==> config.mk <==
export PLATFORM = sky130hd
export DESIGN_NAME = servo_sweep_cut_sequencer
export DESIGN_NICKNAME = d
export VERILOG_FILES = /design/src/hw/rtl/sscs_pkg.sv /design/src/hw/rtl/servo_sweep_cut_sequencer.sv
export SDC_FILE = /design/constraint.sdc
export NUM_CORES = 1
export LEC_CHECK = 0
export BUFFER_PORTS_ARGS = -buffer_cell sky130_fd_sc_hd__buf_2
export CORE_MARGIN = 2
export CORE_UTILIZATION = 40
export CTS_BUF_LIST = sky130_fd_sc_hd__clkbuf_16
export CTS_CLUSTER_DIAMETER = 100
export DETAILED_ROUTE_END_ITERATION = 12
export PLACE_DENSITY_LB_ADDON = 0.15
export SYNTH_ARGS = -nofsm -noshare
export SYNTH_HDL_FRONTEND = slang
export SYNTH_SLANG_ARGS = --single-unit
export TNS_END_PERCENT = 20
==> constraint.sdc <==
create_clock -name clock -period 3.4 [get_ports clock]
set_input_delay 0.68 -clock clock [delete_from_list [all_inputs] [get_ports clock]]
set_output_delay 0.68 -clock clock [all_outputs]
set_load 0.01 [all_outputs]
==> src/hw/rtl/sscs_pkg.sv <==
package sscs_pkg;

   localparam int PERIOD_WIDTH_DEFAULT = 10;
   localparam int NUM_SWEEPS = 3;
   localparam int CSR_DATA_WIDTH = 32;
   localparam int CSR_ADDR_WIDTH = 5;

   localparam int CUT_WIDTH = 12;
   localparam int INCL_WIDTH = 6;
   localparam int TEMP_WIDTH = 8;
   localparam int PIECE_WIDTH = 7;

   localparam logic [CUT_WIDTH-1:0]   CUT_LOW    = 12'd2000;
   localparam logic [CUT_WIDTH-1:0]   CUT_HIGH   = 12'd4000;
   localparam logic [CUT_WIDTH-1:0]   CUT_STEP   = 12'd100;
   localparam logic [INCL_WIDTH-1:0]  INCL_LOW   = 6'd14;
   localparam logic [INCL_WIDTH-1:0]  INCL_HIGH  = 6'd32;
   localparam logic [INCL_WIDTH-1:0]  INCL_STEP  = 6'd2;
   localparam logic [PIECE_WIDTH-1:0] PIECE_WRAP = 7'd99;
   localparam logic [TEMP_WIDTH-1:0]  TEMP_LOW_DEFAULT  = 8'd10;
   localparam logic [TEMP_WIDTH-1:0]  TEMP_HIGH_DEFAULT = 8'd40;
   localparam int PERIOD_RESET = 100;

   // sweep indexes into the prescaler arrays
   localparam int SWEEP_VERT  = 0;
   localparam int SWEEP_HORIZ = 1;
   localparam int SWEEP_INCL  = 2;

   typedef enum logic [2:0] {
      CSR_VERT_PERIOD  = 3'd0,
      CSR_HORIZ_PERIOD = 3'd1,
      CSR_INCL_PERIOD  = 3'd2,
      CSR_TEMP_LOW     = 3'd3,
      CSR_TEMP_HIGH    = 3'd4
   } csr_index_type;

   typedef struct packed {
      logic [CUT_WIDTH-1:0] duty;
      logic                 returning;
      logic                 done;
   } cut_sweep_type;

   typedef struct packed {
      logic [INCL_WIDTH-1:0] duty;
      logic                  returning;
   } incl_sweep_type;

   // one step of a cut sweep; rise_first selects the vertical shape
   function automatic cut_sweep_type cut_step(cut_sweep_type s, logic rise_first);
      cut_sweep_type r;
      r = s;
      if (!s.done) begin
         if (!s.returning) begin
            if (rise_first && (s.duty < CUT_HIGH)) begin
               r.duty = s.duty + CUT_STEP;
               if (r.duty == CUT_HIGH) r.returning = 1'b1;
            end else if (!rise_first && (s.duty > CUT_LOW)) begin
               r.duty = s.duty - CUT_STEP;
               if (r.duty == CUT_LOW) r.returning = 1'b1;
            end
         end else if (rise_first) begin
            r.duty = s.duty - CUT_STEP;
            if (r.duty == CUT_LOW) begin
               r.done = 1'b1;
               r.returning = 1'b0;
            end
         end else begin
            r.duty = s.duty + CUT_STEP;
            if (r.duty == CUT_HIGH) begin
               r.done = 1'b1;
               r.returning = 1'b0;
            end
         end
      end
      return r;
   endfunction

endpackage

==> src/hw/rtl/servo_sweep_cut_sequencer.sv <==
// Latency: a result is valid the cycle after its tick beat is accepted.
// Throughput: one tick beat per cycle; the single result register is the
// only buffer, so the input stalls while a held result is itself stalled.
// Reset (synchronous, active high): sweeps home, flags and piece count
// cleared, periods 100, temperature limits 10 and 40, no result pending.
module servo_sweep_cut_sequencer
   import sscs_pkg::*;
#(
   parameter int PERIOD_WIDTH = PERIOD_WIDTH_DEFAULT
) (
   input  logic                        clock,
   input  logic                        reset,

   input  logic                        req_valid,
   output logic                        req_stall,
   input  logic                        req_stop_toggle,
   input  logic                        req_tilt_event,
   input  logic                        req_presence_active,
   input  logic                        req_temp_update,
   input  logic [TEMP_WIDTH-1:0]       req_temp_reading,

   output logic                        rsp_valid,
   input  logic                        rsp_stall,
   output logic [CUT_WIDTH-1:0]        rsp_vertical_duty,
   output logic [CUT_WIDTH-1:0]        rsp_horizontal_duty,
   output logic [INCL_WIDTH-1:0]       rsp_inclination_duty,
   output logic [PIECE_WIDTH-1:0]      rsp_piece_count,
   output logic                        rsp_production_running,
   output logic                        rsp_out_of_axis,
   output logic                        rsp_temp_alarm,

   input  logic                        psel,
   input  logic                        penable,
   input  logic                        pwrite,
   input  logic [CSR_ADDR_WIDTH-1:0]   paddr,
   input  logic [CSR_DATA_WIDTH-1:0]   pwdata,
   output logic [CSR_DATA_WIDTH-1:0]   prdata,
   output logic                        pready
);

   logic [PERIOD_WIDTH-1:0] period_ff [NUM_SWEEPS];
   logic [PERIOD_WIDTH-1:0] period_in [NUM_SWEEPS];
   logic [PERIOD_WIDTH-1:0] tick_ff   [NUM_SWEEPS];
   logic [PERIOD_WIDTH-1:0] tick_in   [NUM_SWEEPS];
   logic                    hit       [NUM_SWEEPS];
   logic [PERIOD_WIDTH-1:0] tick_next;

   logic [TEMP_WIDTH-1:0]   temp_low_ff, temp_low_in;
   logic [TEMP_WIDTH-1:0]   temp_high_ff, temp_high_in;

   cut_sweep_type           vert_ff, vert_in, horiz_ff, horiz_in;
   incl_sweep_type          incl_ff, incl_in;
   logic                    stop_latch_ff, stop_latch_in;
   logic                    axis_fault_ff, axis_fault_in;
   logic                    temp_critical_ff, temp_critical_in;
   logic [PIECE_WIDTH-1:0]  pieces_ff, pieces_in;
   logic [PIECE_WIDTH-1:0]  pieces_inc;
   logic                    run_pre;

   logic                    rsp_valid_ff, rsp_valid_in;
   logic [CUT_WIDTH-1:0]    rsp_vert_ff, rsp_horiz_ff;
   logic [INCL_WIDTH-1:0]   rsp_incl_ff;
   logic [PIECE_WIDTH-1:0]  rsp_pieces_ff;
   logic                    rsp_running_ff, rsp_running_in;
   logic                    rsp_axis_ff, rsp_alarm_ff;

   logic                    accept;
   logic                    csr_write;
   csr_index_type           csr_index;

   assign pready    = 1'b1;
   assign req_stall = rsp_valid_ff & rsp_stall;
   assign accept    = req_valid & ~req_stall;
   assign csr_write = psel & penable & pwrite & pready;
   assign csr_index = csr_index_type'(paddr[CSR_ADDR_WIDTH-1:2]);

   always_comb begin
      prdata = '0;
      unique case (csr_index)
         CSR_VERT_PERIOD:  prdata = CSR_DATA_WIDTH'(period_ff[SWEEP_VERT]);
         CSR_HORIZ_PERIOD: prdata = CSR_DATA_WIDTH'(period_ff[SWEEP_HORIZ]);
         CSR_INCL_PERIOD:  prdata = CSR_DATA_WIDTH'(period_ff[SWEEP_INCL]);
         CSR_TEMP_LOW:     prdata = CSR_DATA_WIDTH'(temp_low_ff);
         CSR_TEMP_HIGH:    prdata = CSR_DATA_WIDTH'(temp_high_ff);
         default:          prdata = '0;
      endcase
   end

   // next-state logic: prescaler ticks, sweeps, status flags, piece count and CSR writes
   always_comb begin
      period_in        = period_ff;
      temp_low_in      = temp_low_ff;
      temp_high_in     = temp_high_ff;
      tick_in          = tick_ff;
      vert_in          = vert_ff;
      horiz_in         = horiz_ff;
      incl_in          = incl_ff;
      stop_latch_in    = stop_latch_ff;
      axis_fault_in    = axis_fault_ff;
      temp_critical_in = temp_critical_ff;
      pieces_in        = pieces_ff;
      pieces_inc       = pieces_ff + 1'b1;
      run_pre          = 1'b0;
      rsp_running_in   = 1'b0;
      tick_next        = '0;

      for (int i = 0; i < NUM_SWEEPS; i++) begin
         tick_next = tick_ff[i] + 1'b1;
         hit[i]    = (tick_next >= period_ff[i]);
      end

      if (accept) begin
         stop_latch_in = stop_latch_ff ^ req_stop_toggle;
         axis_fault_in = axis_fault_ff | req_tilt_event;
         if (req_temp_update) begin
            temp_critical_in = (req_temp_reading < temp_low_ff) ||
                               (req_temp_reading > temp_high_ff);
         end
         run_pre = ~stop_latch_in & ~axis_fault_in & ~req_presence_active &
                   ~temp_critical_in;

         for (int i = 0; i < NUM_SWEEPS; i++) begin
            tick_next  = tick_ff[i] + 1'b1;
            tick_in[i] = hit[i] ? '0 : tick_next;
         end

         if (hit[SWEEP_VERT] && run_pre)  vert_in  = cut_step(vert_ff, 1'b1);
         if (hit[SWEEP_HORIZ] && run_pre) horiz_in = cut_step(horiz_ff, 1'b0);

         if (hit[SWEEP_INCL] && axis_fault_in) begin
            if (!incl_ff.returning && (incl_ff.duty > INCL_LOW)) begin
               incl_in.duty = incl_ff.duty - INCL_STEP;
               if (incl_in.duty == INCL_LOW) incl_in.returning = 1'b1;
            end else if (incl_ff.returning) begin
               incl_in.duty = incl_ff.duty + INCL_STEP;
               if (incl_in.duty == INCL_HIGH) begin
                  incl_in.returning = 1'b0;
                  axis_fault_in     = 1'b0;
               end
            end
         end

         if (vert_in.done && horiz_in.done) begin
            pieces_in      = (pieces_inc == PIECE_WRAP) ? '0 : pieces_inc;
            vert_in.done   = 1'b0;
            horiz_in.done  = 1'b0;
         end

         rsp_running_in = ~stop_latch_in & ~axis_fault_in & ~req_presence_active &
                          ~temp_critical_in;
      end

      // writing a period clears its prescaler
      if (csr_write) begin
         unique case (csr_index)
            CSR_VERT_PERIOD: begin
               period_in[SWEEP_VERT] = pwdata[PERIOD_WIDTH-1:0];
               tick_in[SWEEP_VERT]   = '0;
            end
            CSR_HORIZ_PERIOD: begin
               period_in[SWEEP_HORIZ] = pwdata[PERIOD_WIDTH-1:0];
               tick_in[SWEEP_HORIZ]   = '0;
            end
            CSR_INCL_PERIOD: begin
               period_in[SWEEP_INCL] = pwdata[PERIOD_WIDTH-1:0];
               tick_in[SWEEP_INCL]   = '0;
            end
            CSR_TEMP_LOW:  temp_low_in  = pwdata[TEMP_WIDTH-1:0];
            CSR_TEMP_HIGH: temp_high_in = pwdata[TEMP_WIDTH-1:0];
            default: ;
         endcase
      end
   end

   always_comb begin
      rsp_valid_in = rsp_valid_ff;
      if (accept) rsp_valid_in = 1'b1;
      else if (!rsp_stall) rsp_valid_in = 1'b0;
   end

   always_ff @(posedge clock) begin
      if (reset) begin
         for (int i = 0; i < NUM_SWEEPS; i++) begin
            period_ff[i] <= PERIOD_WIDTH'(PERIOD_RESET);
            tick_ff[i]   <= '0;
         end
         temp_low_ff      <= TEMP_LOW_DEFAULT;
         temp_high_ff     <= TEMP_HIGH_DEFAULT;
         vert_ff          <= '{duty: CUT_LOW, returning: 1'b0, done: 1'b0};
         horiz_ff         <= '{duty: CUT_HIGH, returning: 1'b0, done: 1'b0};
         incl_ff          <= '{duty: INCL_HIGH, returning: 1'b0};
         stop_latch_ff    <= 1'b0;
         axis_fault_ff    <= 1'b0;
         temp_critical_ff <= 1'b0;
         pieces_ff        <= '0;
         rsp_valid_ff     <= 1'b0;
      end else begin
         period_ff        <= period_in;
         tick_ff          <= tick_in;
         temp_low_ff      <= temp_low_in;
         temp_high_ff     <= temp_high_in;
         vert_ff          <= vert_in;
         horiz_ff         <= horiz_in;
         incl_ff          <= incl_in;
         stop_latch_ff    <= stop_latch_in;
         axis_fault_ff    <= axis_fault_in;
         temp_critical_ff <= temp_critical_in;
         pieces_ff        <= pieces_in;
         rsp_valid_ff     <= rsp_valid_in;
      end
   end

   // result beat payload
   always_ff @(posedge clock) begin
      if (accept) begin
         rsp_vert_ff    <= vert_in.duty;
         rsp_horiz_ff   <= horiz_in.duty;
         rsp_incl_ff    <= incl_in.duty;
         rsp_pieces_ff  <= pieces_in;
         rsp_running_ff <= rsp_running_in;
         rsp_axis_ff    <= axis_fault_in;
         rsp_alarm_ff   <= temp_critical_in;
      end
   end

   assign rsp_valid              = rsp_valid_ff;
   assign rsp_vertical_duty      = rsp_vert_ff;
   assign rsp_horizontal_duty    = rsp_horiz_ff;
   assign rsp_inclination_duty   = rsp_incl_ff;
   assign rsp_piece_count        = rsp_pieces_ff;
   assign rsp_production_running = rsp_running_ff;
   assign rsp_out_of_axis        = rsp_axis_ff;
   assign rsp_temp_alarm         = rsp_alarm_ff;

`ifndef ASSERT_OFF
   a_accept_gives_result: assert property (@(posedge clock) disable iff (reset)
      accept |=> rsp_valid_ff)
      else $error("accepted beat produced no result");

   a_pieces_range: assert property (@(posedge clock) disable iff (reset)
      pieces_ff < PIECE_WRAP)
      else $error("piece count out of range");

   a_incl_return_needs_fault: assert property (@(posedge clock) disable iff (reset)
      incl_ff.returning |-> axis_fault_ff)
      else $error("inclination returning without axis fault");

   a_cut_range: assert property (@(posedge clock) disable iff (reset)
      (vert_ff.duty >= CUT_LOW) && (vert_ff.duty <= CUT_HIGH) &&
      (horiz_ff.duty >= CUT_LOW) && (horiz_ff.duty <= CUT_HIGH))
      else $error("cut duty out of range");
`endif

endmodule
## Word level (Yosys, flattened, before mapping)

Cells that the tools add are included.

| storage, ports and cells | value |
|---|---|
| bits of input ports | 56 |
| output and inout port bits | 75 |
| register bits | 162 |
| word-level logic and storage cells | 146 |

| cells by class | value |
|---|---|
| add/sub/neg operators | 10 |
| mux-type cells | 49 |
| order comparisons | 8 |
| equality and inequality tests | 17 |
| reductions and logical operators | 16 |
| bitwise logic cells | 18 |

Operators with widths:

| operator | number |
|---|---|
| 14-bit two-way mux | 8 |
| 10-bit two-way mux | 6 |
| 30-bit two-way mux | 2 |
| 13-bit two-way mux | 4 |
| 10-bit case mux with 5 select lines | 1 |
| 7-bit two-way mux | 7 |
| 10-bit by 1-bit adder with 10-bit output (second input constant) | 3 |
| 10-bit greater-or-equal comparator | 3 |
| 12-bit by 7-bit adder with 12-bit output (second input constant) | 2 |
| 12-bit by 11-bit equality test with 1-bit output (second input constant) | 2 |
| 12-bit equality test (second input constant) | 2 |
| 12-bit by 7-bit subtractor with 12-bit output (second input constant) | 2 |
| 1-bit two-way mux | 19 |
| 12-bit by 11-bit > comparator with 1-bit output (second input constant) | 1 |
| 12-bit < comparator (second input constant) | 1 |
| 1-bit AND | 10 |
| 2-bit AND reduction | 5 |
| 3-bit AND reduction | 3 |
| 8-bit > comparator | 1 |
| 8-bit < comparator | 1 |
| 2-bit by 1-bit inequality test with 1-bit output (second input constant) | 4 |
| 7-bit by 1-bit adder with 7-bit output (second input constant) | 1 |
| 7-bit equality test (second input constant) | 1 |
| 6-bit by 2-bit adder with 6-bit output (second input constant) | 1 |
| other kinds (16) | 28 |

## Depth between registers and ports, before layout

| depth | value |
|---|---|
| word-level depth | 12 |
| gate-level depth with buffers | 16 |
| depth with buffers taken out | 14 |

## Worst setup path before layout

No wires, ideal clock.

| timing path | value |
|---|---|
| kind | register -> register |
| start | reg tick_ff[10] (netlist bit) |
| end | reg rsp_horiz_ff[10] (netlist: rsp_horizontal_duty[10]), data pin |
| path buffers | 1 |
| data required time | 3.135 ns |
| library setup time | 0.265 ns |
| path slack | 0.093 ns |
| cell stages (with the launch flop) | 14 |
| clock period less this slack | 3.307 ns |
| data arrival time | 3.042 ns |
| cells stage by stage | dfxtp_1 > ha_1 > and3_1 > and3_1 > nand3_1 > xnor2_1 > ha_1 > a2111oi_0 > a21o_1 > a21oi_1 > nor4bb_1 > clkbuf_2 > a41o_1 > or3_1 |

RTL lines:

| element | RTL line | source |
|---|---|---|
| start, declared | servo_sweep_cut_sequencer.sv:43 | `logic [PERIOD_WIDTH-1:0] tick_ff [NUM_SWEEPS];` |
| start signal, assigned | servo_sweep_cut_sequencer.sv:199 | `tick_ff <= tick_in;` |
| end signal, assigned | servo_sweep_cut_sequencer.sv:217 | `rsp_horiz_ff <= horiz_in.duty;` |
| end, declared | servo_sweep_cut_sequencer.sv:61 | `logic [CUT_WIDTH-1:0] rsp_vert_ff, rsp_horiz_ff;` |

## Worst setup path after layout

| timing path | value |
|---|---|
| start | reg tick_ff[10] (netlist bit) |
| end | reg pieces_ff[2] |

| on the way | value |
|---|---|
| longest elaborated chain between the ends | 8 |

RTL lines:

| element | RTL line | source |
|---|---|---|
| 10-bit by 1-bit adder with 10-bit output | servo_sweep_cut_sequencer.sv:108 | `tick_next = tick_ff[i] + 1'b1;` |
| 10-bit greater-or-equal comparator | servo_sweep_cut_sequencer.sv:109 | `hit[i] = (tick_next >= period_ff[i]);` |
| 1-bit logical AND | servo_sweep_cut_sequencer.sv:128 | `if (hit[SWEEP_HORIZ] && run_pre) horiz_in = cut_step(horiz_ff, 1'b0);` |
| 14-bit two-way mux | servo_sweep_cut_sequencer.sv:128 |  |
| 14-bit two-way mux | servo_sweep_cut_sequencer.sv:112 | `if (accept) begin` |
| 1-bit logical AND | servo_sweep_cut_sequencer.sv:143 | `if (vert_in.done && horiz_in.done) begin` |
| 7-bit two-way mux | servo_sweep_cut_sequencer.sv:143 |  |
| 7-bit two-way mux | servo_sweep_cut_sequencer.sv:112 |  |
| end signal, assigned | servo_sweep_cut_sequencer.sv:208 | `pieces_ff <= pieces_in;` |
| end, declared | servo_sweep_cut_sequencer.sv:56 | `logic [PIECE_WIDTH-1:0] pieces_ff, pieces_in;` |

No other way between the ends. The select of a mux whose other input is x is not followed.
A chain may end at the register's enable or synchronous reset.

==> flow_summary.ini <==
[drt]
vias_per_cell = 5.20
dr_total_vias = 8000
ant_nets = 0
wl_mm = 23.3
wire_per_inst_um = 15.2
firstDrtPassIters = 5
drc_errors = 0
drt_iter0_drc = 389

[placed_design]
placed_area_sq_mm = 0.0102
portBuffers = 78
placed_cells = 1502
dp_slack_ns = -0.0805
hpwl_mm = 16.7
place_congestion = 0.856

[sta]
fin_skew_ns = 0.00850
worst_pin_slew_ns = 0.916
hold_viol_final = 0
slew_viol_final = 0
fin_crit_ns = 3.25
rsz0062_at_grt = yes
whs_ns = 0.479
slew_headroom_pct = 38.5
fmax_mhz = 308
post-route-period-util_pct = 95.5
setup_slack_ns = 0.154
finalSetupViolCount = 0
tns_ns = 0

[clock_network]
htree_num_levels = 4
root_buffer = clkbuf_16
clkSinkCount = 152
clk_latency_ns = 0.43
cts_buffer_depth = 2
cts.clk_slew.worst_paths_ns = 0.07
cts_made_buffers = 17
cts_tree = yes
ctsHoldBuffers = 0

[floorplanning]
dieArea_sq_mm = 0.0247
start_util_pct = 40.3
core-area_sq_mm = 0.0233
fp.dieH_um = 157
pin_count = 131
rows = 56
fp.dieW_um = 157

[critical_path]
worstPathArrival_ns = 3.60
max_stage_delay_ns = 0.39
startpoint_type = flip-flop
regToRegStartpoint = tick_ff[10]
cp_slowest_cell = o41ai_4
crit_start = tick_ff[10]
crit_type = flip-flop to flip-flop
critPathMostFrequentCell = and3_4
critPathMaxFanout = 8
critical_path_required_ns = 3.75
end_kind = flip-flop
crit_chain = and3_1, and3_4, and3_4, nand3_1, xnor2_2, ha_1, o21a_1, nor2_1, nand4bb_4, o41ai_4, o211ai_4, buf_4, or3_1, a21oi_1

[worst_hold_path]
min_path_type = primary input to flip-flop
worst_hold_startpoint = req_valid

[cells_and_area]
final_cell_mix = nand2_1, dfxtp_1, nor2_1, a21oi_1, buf_2
stdcell_count = 1538
final_cell_area_sq_mm = 0.0110
drive_above_1_share_pct = 17.9
areaGrowthSynthToFinish_pct = 17.4
fin_nets = 1322
final_common_cell = nand2_1
diodes = 0

[logic_synthesis]
syn_area_per_cell_sq_um = 8.46
ys_types = 80
async_reset_ff_share_pct = 0
seq_area_frac_synth_pct = 36.2
synth-seq-cells = 152
synthCells = 1107
synthFlopType = dfxtp_1
synth_area_leaders = dfxtp_1, edfxtp_1, ha_1, a21oi_1, nand2_1
syn-cell-area_sq_mm = 0.00937
synth_warnings = 0
synth_edf_count = 35
synth_top_area_cell = dfxtp_1
synth_top_area_share_pct = 25.0

[global_route]
antenna_found_initial = 0
grt.total_usage_pct = 19.1
grt_overflow = 0
grt_pass1_vias = 7370
grt_max_degree = 69
grt_pass1_wl_mm = 37.5

[pwr]
power_leakage_uw = 0.00469
max-vdd-ir-drop_uv = 293
p_per_area_mw_per_mm2 = 360

[outcome]
outcome = completed

[flow_run]
drv_cap = 0
[final cells by class]
class	instances	area, sq um
repair buffers	135	831
flip-flops and latches	152	3400
fillers	2330	12300
inverters	61	229
clock buffers	18	450
multi-input cells	839	5600
clock inverters	14	96.3
well taps	319	399
[power breakdown]
| group | leakage, uW | internal [uW] | switching [uW] |
|---|---|---|---|
| clock network | 0.000276 | 979 | 800 |
| registers | 0.00125 | 1870 | 14.4 |
| logic | 0.00316 | 103 | 192 |
[timing repair]
item                       CTS  global route
gates cloned                 0             0
setup endpoints to repair    7            57
setup buffers                1             3
resized for setup            5            35
pin swaps                    1             5
[per-stage QoR]
step,utilization [%],power (uW)
floorplan,-,2120
detailed placement,44.1,2220
finish,47.3,3960
global route,47.3,4110
global placement,44.1,2220
CTS,46.5,4000
[worst max-delay path, delay by kind of cell (launching register included)]
family	cells	cell delay (ns)
AND/OR/NAND/NOR	7	1.31
XOR/XNOR	1	0.17
flip-flops	1	0.36
buffers and inverters	1	0.18
adder cells (fa/ha/maj)	1	0.29
AO/OA/AOI/OAI	4	0.86
[cells in the mapped netlist, types with 3 or more instances]
cell	count
buf_4	29
buf_1	5
edfxtp_1	35
nor3_1	14
buf_2	6
nor3b_1	5
and2_1	23
nand2b_1	19
nand2_1	116
nor2_1	92
a21oi_1	88
nor4_1	6
a41oi_1	3
a31oi_1	11
or3_1	10
o21a_1	11
a2bb2oi_1	3
ha_1	60
nand3_1	29
a2111oi_0	3
nand4_1	10
or2_2	5
xnor2_1	19
nand3b_1	21
a22oi_1	7
o211ai_1	14
mux2_2	5
and3_1	23
dfxtp_1	117
nor2b_1	15
a211oi_1	6
o22ai_1	14
clkbuf_1	39
inv_1	59
o31ai_1	3
a21o_1	7
xor2_1	31
o21ai_0	48
mux2i_1	43
[cells by family (layout without fill, tap and decap cells)]
logic type,Yosys count,after routing,synth area share (%)
buf+inv,142,228,7.02
xor+xnor,50,50,4.67
mux,48,48,5.19
fa+ha+maj,60,60,8.01
compound gates,250,250,17.2
flops,152,152,36.2
simple gates,403,403,21.6
other cells,2,28,0.0802
[routing by layer]
layer / global-route usage (%) / share of wire (%)
met3: 3.08 / 4.2
met4: 6.06 / 1.7
met5: 0 / 0
met1: 26.1 / 48
met2: 30.8 / 46
[flip-flops by register name (all words and copies together), names as in the netlist, 6 cells and up]
name / count
rsp_horizontal_duty: 10
pieces_ff: 7
rsp_vertical_duty: 10
horiz_ff: 12
temp_low_ff: 8
period_ff: 30
incl_ff: 6
tick_ff: 30
vert_ff: 12
temp_high_ff: 8
rsp_piece_count: 7
[worst paths after layout]
check / endpoint / slack, ns / cells after the start
worst min register to register: period_ff[24] / 0.49 / 2
worst max-delay path: pieces_ff[2] / 0.15 / 14
worst min-delay path: rsp_valid / 0.48 / 2
worst max register to register: pieces_ff[2] / 0.15 / 14
Note: power is estimated with default switching activity, not from simulation.
